### config.mk
export PLATFORM = sky130hd
export DESIGN_NAME = ess_ram
export DESIGN_NICKNAME = d
export VERILOG_FILES = /design/src/hw/rtl/ess_ram.sv
export SDC_FILE = /design/constraint.sdc
export NUM_CORES = 1
export LEC_CHECK = 0
export BUFFER_PORTS_ARGS = -buffer_cell sky130_fd_sc_hd__buf_2
export CORE_AREA = 2 2 92 94
export DETAILED_ROUTE_END_ITERATION = 6
export DIE_AREA = 0 0 94 96
export GPL_ROUTABILITY_DRIVEN = 0
export PLACE_DENSITY = 0.83
export SKIP_CTS_REPAIR_TIMING = 1
export SYNTH_ARGS = -nofsm -noshare
export SYNTH_HDL_FRONTEND = slang
export SYNTH_SLANG_ARGS = --single-unit
### constraint.sdc
create_clock -name clk -period 3.6 [get_ports clk]
set_input_delay 0.18 -clock clk [delete_from_list [all_inputs] [get_ports clk]]
set_output_delay 0.18 -clock clk [all_outputs]
set_load 0.02 [all_outputs]
### src/hw/rtl/ess_ram.sv
// ess_ram: generic single-write, single-read RAM with registered read data.
// No dependencies.
module ess_ram #(
    parameter int WIDTH = 8,
    parameter int DEPTH = 16,
    localparam int AW = (DEPTH > 1) ? $clog2(DEPTH) : 1
) (
    input  logic             clk,
    input  logic             we,
    input  logic [AW-1:0]    waddr,
    input  logic [WIDTH-1:0] wdata,
    input  logic [AW-1:0]    raddr,
    output logic [WIDTH-1:0] rdata
);

    logic [WIDTH-1:0] mem [DEPTH];
    logic [WIDTH-1:0] rdata_reg;

    always_ff @(posedge clk)
    begin
        if (we)
        begin
            mem[waddr] <= wdata;
        end
        rdata_reg <= mem[raddr];
    end

    assign rdata = rdata_reg;

endmodule

==> out/results.txt, run 1 <==
P per Cell Area = 627 nW/µm²
Worst Hold Depth = 1
Antenna Cells = 0
final-report hold violation count = 0
H-tree lvl count = 4
Fillers = 444
worst slew pin tran = 1230 ps
combinational share of power = 4.5%
Ports = 26
max reg flops = 128
register area share after synthesis = 77.8%
CP startpoint = waddr[2]
top cells by count, synth = 128 x edfxtp_1, 18 x mux4_2, 16 x a22oi_1, 14 x mux4_1, 13 x nor2_1
Area Growth Syn to Fin = 15.6%
Skew-Pair Late Insertion Delay = 520 ps
overall power = 3730 µW
Root Buffer = clkbuf_8
Tmin final = 1640 ps
Area contributors post-synth = edfxtp_1 75%, mux4_2 7.9%, mux4_1 7.1%
max-cap violations = 0
Post-Route Utilization = 73.9%
layout cell share with drive strength beyond 1 = 26.7%
cells after synthesis = 229
clock share of power = 47.7%
Post-synth ARST share = 0%
TritonCTS buffer count = 17
status = completed
Crit Path Category = in2reg
Sw Share = 19.2%
Post-synth EDFFs = 128
metal2 WL = 4850 µm
clock sinks = 136
drt first pass iters = 5
Hold EP = mem[3][6]
synthesized area = 5150 µm²
RSZ-0062 raised after global routing = false
setup tns final = 0 ps
Starting Density = 63.9%
most numerous cell in the Yosys netlist = edfxtp_1
vias in the first global route = 2,537
area leader, netlist = edfxtp_1
fmax = 610 MHz
Synth Flop Type = edfxtp_1
Psw = 716 µW
Residual DRC = 0
Synthesized Nets = 247
crit path max fanout = 8
Final setup viols = 0
DPL Wire Length = 5610 µm
Via density = 6.50
CP required = 3730 ps
worst IR drop on VDD = 406 µV
Avg WL per Cell = 25.8 µm
uppermost layer routed = met4
clock tree buffer depth = 2
CORE AREA = 8050 µm²
r2r startpoint = mem[0][1]
slew margin rel. = 17.5%
layout net count = 282
Final Cycle Share = 45.5%
GRT Residual Overflow = 0
DR iter-0 viols = 325
Hold Slack = 32.3 ps
Avg Synthesized Cell Area = 22.5 µm²
site row count = 33
critical path arrival = 1770 ps
synth warn = 0
first-pass GRT wire length = 14,800 µm
Slew Limit Fails = 0
min-delay src = wdata[6]
via count = 2,483
Total GRT Usage = 24.6%
reg2reg end = rdata[1]
initial antenna violation count = 0
Worst R2R Path Depth = 3
CTS tree = yes
M1 WL = 3860 µm
Yosys top cell area share = 74.7%
Die Wd = 94 µm
Fin Clk Skew = 6.55 ps
WL final = 9870 µm
clock-pin slew on the worst setup and hold paths = 60 ps
IO buf count = 25
die extent in y = 96 µm
Worst setup EP type = flop
Sequential Power Share = 47.8%
ANT nets after route = 0
Internal Power = 3010 µW
Worst Hold Class = in2reg
largest net degree at the start of global routing = 33
Pleak = 0.00199 µW
Worst setup SP type = input port
Die Area = 9020 µm²
Yosys cell types = 19
wire length on met3 = 876 µm
R2R Setup Slk = 2160 ps
Yosys reg bits = 136
==> placed cells by master (no fill, tap or decap), drive strengths merged <==
master    instances
a22oi            16
and2              1
and2b             1
buf              26
bufinv            4
clkbuf           24
clkinv            2
clkinvlp          2
dfxtp             8
edfxtp          128
mux4             32
nand2             9
nand2b            2
nand3             1
nand3b            2
nor2             13
nor2b             1
nor3              4
or3b              1
==> through the flow <==
step / area (µm²) / setup WS, ps / instances
after detailed placement: 5340 / 1400 / 350
after global routing: 5950 / 1830 / 382
final: 5950 / 1960 / 382
after CTS: 5950 / 1920 / 382
after global placement: 5340 / 1420 / 350
after floorplan: 5150 / 1930 / 229
==> power groups by stage <==
| stage | combinational [µW] | clock [µW] | sequential (µW) |
|---|---|---|---|
| 3_3_place_gp | 160 | 0 | 1810 |
| 6_report | 167 | 1780 | 1780 |
| 2_1_floorplan | 89.9 | 0 | 1820 |
| 3_5_place_dp | 164 | 0 | 1810 |
| 4_1_cts | 168 | 1790 | 1780 |
| 5_1_grt | 178 | 1860 | 1780 |
==> cell type report <==
class | instances | area (µm²) | area share, %
clock buffer | 24 | 470 | 7.91
clock inverter | 8 | 144 | 2.42
multi-input combinational | 83 | 1070 | 17.9
sequential | 136 | 4000 | 67.3
tap | 105 | 131 | 2.21
timing repair buffer | 26 | 133 | 2.23
==> worst max path at each step <==
stage           endpoint  slack [ps]  cells after the start
2_1_floorplan  mem[0][0]        1930                      2
3_3_place_gp   mem[0][3]        1420                      3
3_5_place_dp   mem[0][3]        1400                      3
4_1_cts         rdata[4]        1920                      4
5_1_grt        mem[0][5]        1830                      3
6_report       mem[0][0]        1960                      3
==> cells by family (layout without fill, tap and decap cells) <==
| group | Yosys count | after routing | synth area share (%) |
|---|---|---|---|
| buffers and inverters | 10 | 58 | 1.68 |
| AO/OA/AOI/OAI | 16 | 16 | 2.33 |
| AND/OR/NAND/NOR | 35 | 35 | 3.18 |
| flip-flops | 136 | 136 | 77.8 |
| multiplexers | 32 | 32 | 15.0 |
==> critical path: stages <==
cell and delay, ps:
buf_2 110, or3b_2 520, nor3_1 950
==> routing by layer <==
metal / up-vias / global-route usage (%)
li1: 1051 / -
met3: 37 / 9.55
met1: 1239 / 31.4
met5: - / 0
met2: 156 / 37.0
met4: 0 / 13.2
Note: power is estimated with default switching activity, not from simulation.
==> run 2: changes to the inputs <==
- CORE_AREA: 2 2 92 94 -> 2 2 96 98
- DIE_AREA: 0 0 94 96 -> 0 0 98 100
- PLACE_DENSITY: 0.83 -> 0.77
- clock period: 3.6 -> 1.6 ns (I/O delays scaled with it)
==> run 2 against run 1 <==
Worst setup slack worse by 1700 ps. Wire length increased by 5.9%. Final area up 5.9%. Hold slack improved by 100 ps.
==> out/results.txt, run 2 (synthesis gave the netlist of run 1 again) <==
status = completed
max-cap violations = 0
GRT Residual Overflow = 0
initial antenna violation count = 0
Cells after DPL = 377
ANT nets after route = 0
Sequential Power Share = 45.2%
H-tree lvl count = 4
Crit Path Category = reg2reg
drt first pass iters = 4
setup tns final = 0 ps
clock share of power = 50.1%
IO buf count = 25
Worst setup SP type = flop
Worst Hold Depth = 3
DPL Wire Length = 6170 µm
reg2reg end = rdata[3]
Fin Clk Skew = 13.4 ps
RSZ-0062 raised after global routing = false
Worst Hold Class = in2reg
r2r startpoint = mem[0][3]
site row count = 35
Worst setup EP type = flop
final-report hold violation count = 0
via count = 2,540
TritonCTS buffer count = 17
Root Buffer = clkbuf_8
Final setup viols = 0
Slew Limit Fails = 0
Worst R2R Path Depth = 3
max reg flops = 128
Avg WL per Cell = 25.1 µm
Psw = 1660 µW
Tmin final = 1380 ps
DR iter-0 viols = 283
commonest cells after routing, fill and taps aside = 128 x edfxtp_1, 25 x buf_2, 18 x mux4_2, 18 x buf_4
critical path arrival = 1780 ps
R2R Setup Slk = 220 ps
fmax = 726 MHz
layout net count = 311
largest net degree at the start of global routing = 21
Sequential Area = 4000 µm²
first-pass GRT wire length = 15,300 µm
slew margin rel. = 69.5%
Final Cycle Share = 86.1%
clock tree buffer depth = 2
Residual DRC = 0
Internal Power = 7210 µW
Hold Slack = 137 ps
Total GRT Usage = 22.7%
commonest non-fill, non-tap cell in the layout = edfxtp_1
Sw Share = 18.7%
layout cell share with drive strength beyond 1 = 31.0%
Die Area = 9800 µm²
worst IR drop on VDD = 805 µV
min-delay src = waddr[0]
Multi-input gate area = 1060 µm²
Die Wd = 98 µm
die extent in y = 100 µm
Area Growth Syn to Fin = 22.4%
CTS tree = yes
CORE AREA = 8890 µm²
Skew-Pair Late Insertion Delay = 510 ps
crit path max fanout = 1
Starting Density = 57.9%
clock sinks = 136
P per Cell Area = 1410 nW/µm²
Hold EP = mem[4][3]
WL final = 10,500 µm
CP required = 2000 ps
Fillers = 525
combinational share of power = 4.7%
vias in the first global route = 2,615
clock-pin slew on the worst setup and hold paths = 60 ps
Ports = 26
worst slew pin tran = 457 ps
Post-Layout Cell Count = 417
Via density = 6.09
Pleak = 0.00218 µW
Antenna Cells = 0
==> run 2: how the worst max path moves through the flow <==
stage                     depth (start not counted)  startpoint  slack, ps         to
after floorplan                                   2    waddr[2]         30  mem[0][0]
after global placement                            5    raddr[0]         80   rdata[3]
after detailed placement                          5    raddr[0]         70   rdata[3]
after CTS                                         3   mem[0][3]        240   rdata[3]
after global routing                              3   mem[1][3]        160   rdata[3]
final                                             3   mem[0][3]        220   rdata[3]
==> run 2: area by class of cell <==
| type | instances | area share, % |
|---|---|---|
| clock buffer | 20 | 6.91 |
| clock inverter | 12 | 3.91 |
| sequential | 136 | 63.5 |
| tap | 111 | 2.20 |
| multi-input combinational | 83 | 16.8 |
| timing repair buffer | 55 | 6.67 |
==> run 2: metrics by stage <==
stage	area [µm²]	total power (µW)	setup slack, ps	utilization, %
after global routing	6300	9110	160	70.9
after CTS	6220	8910	237	70.0
after floorplan	5150	4310	27.1	-
after detailed placement	5540	4480	74.4	62.3
final	6300	8870	222	70.9
after global placement	5540	4470	76.2	62.3
==> run 2: per-layer routing <==
layer,wire (µm),track usage [%],up-vias,part of all wire [%]
li1,-,-,1106,-
met1,4140,31.4,1301,40
met2,5260,34.2,121,50
met3,903,5.92,12,8.6
met4,146,11.2,0,1.4
met5,0,0,-,0
==> run 2: power groups by stage <==
stage | Clock (µW) | Combinational [µW] | Sequential, µW
5_1_grt | 4650 | 449 | 4020
3_5_place_dp | 0 | 400 | 4080
6_report | 4440 | 418 | 4010
3_3_place_gp | 0 | 389 | 4080
4_1_cts | 4500 | 408 | 4010
2_1_floorplan | 0 | 202 | 4100
==> run 2: worst max-delay path, stage by stage, from the launching register on <==
cell	delay, ps
edfxtp_1	360
mux4_1	490
a22oi_1	320
nand2_1	90
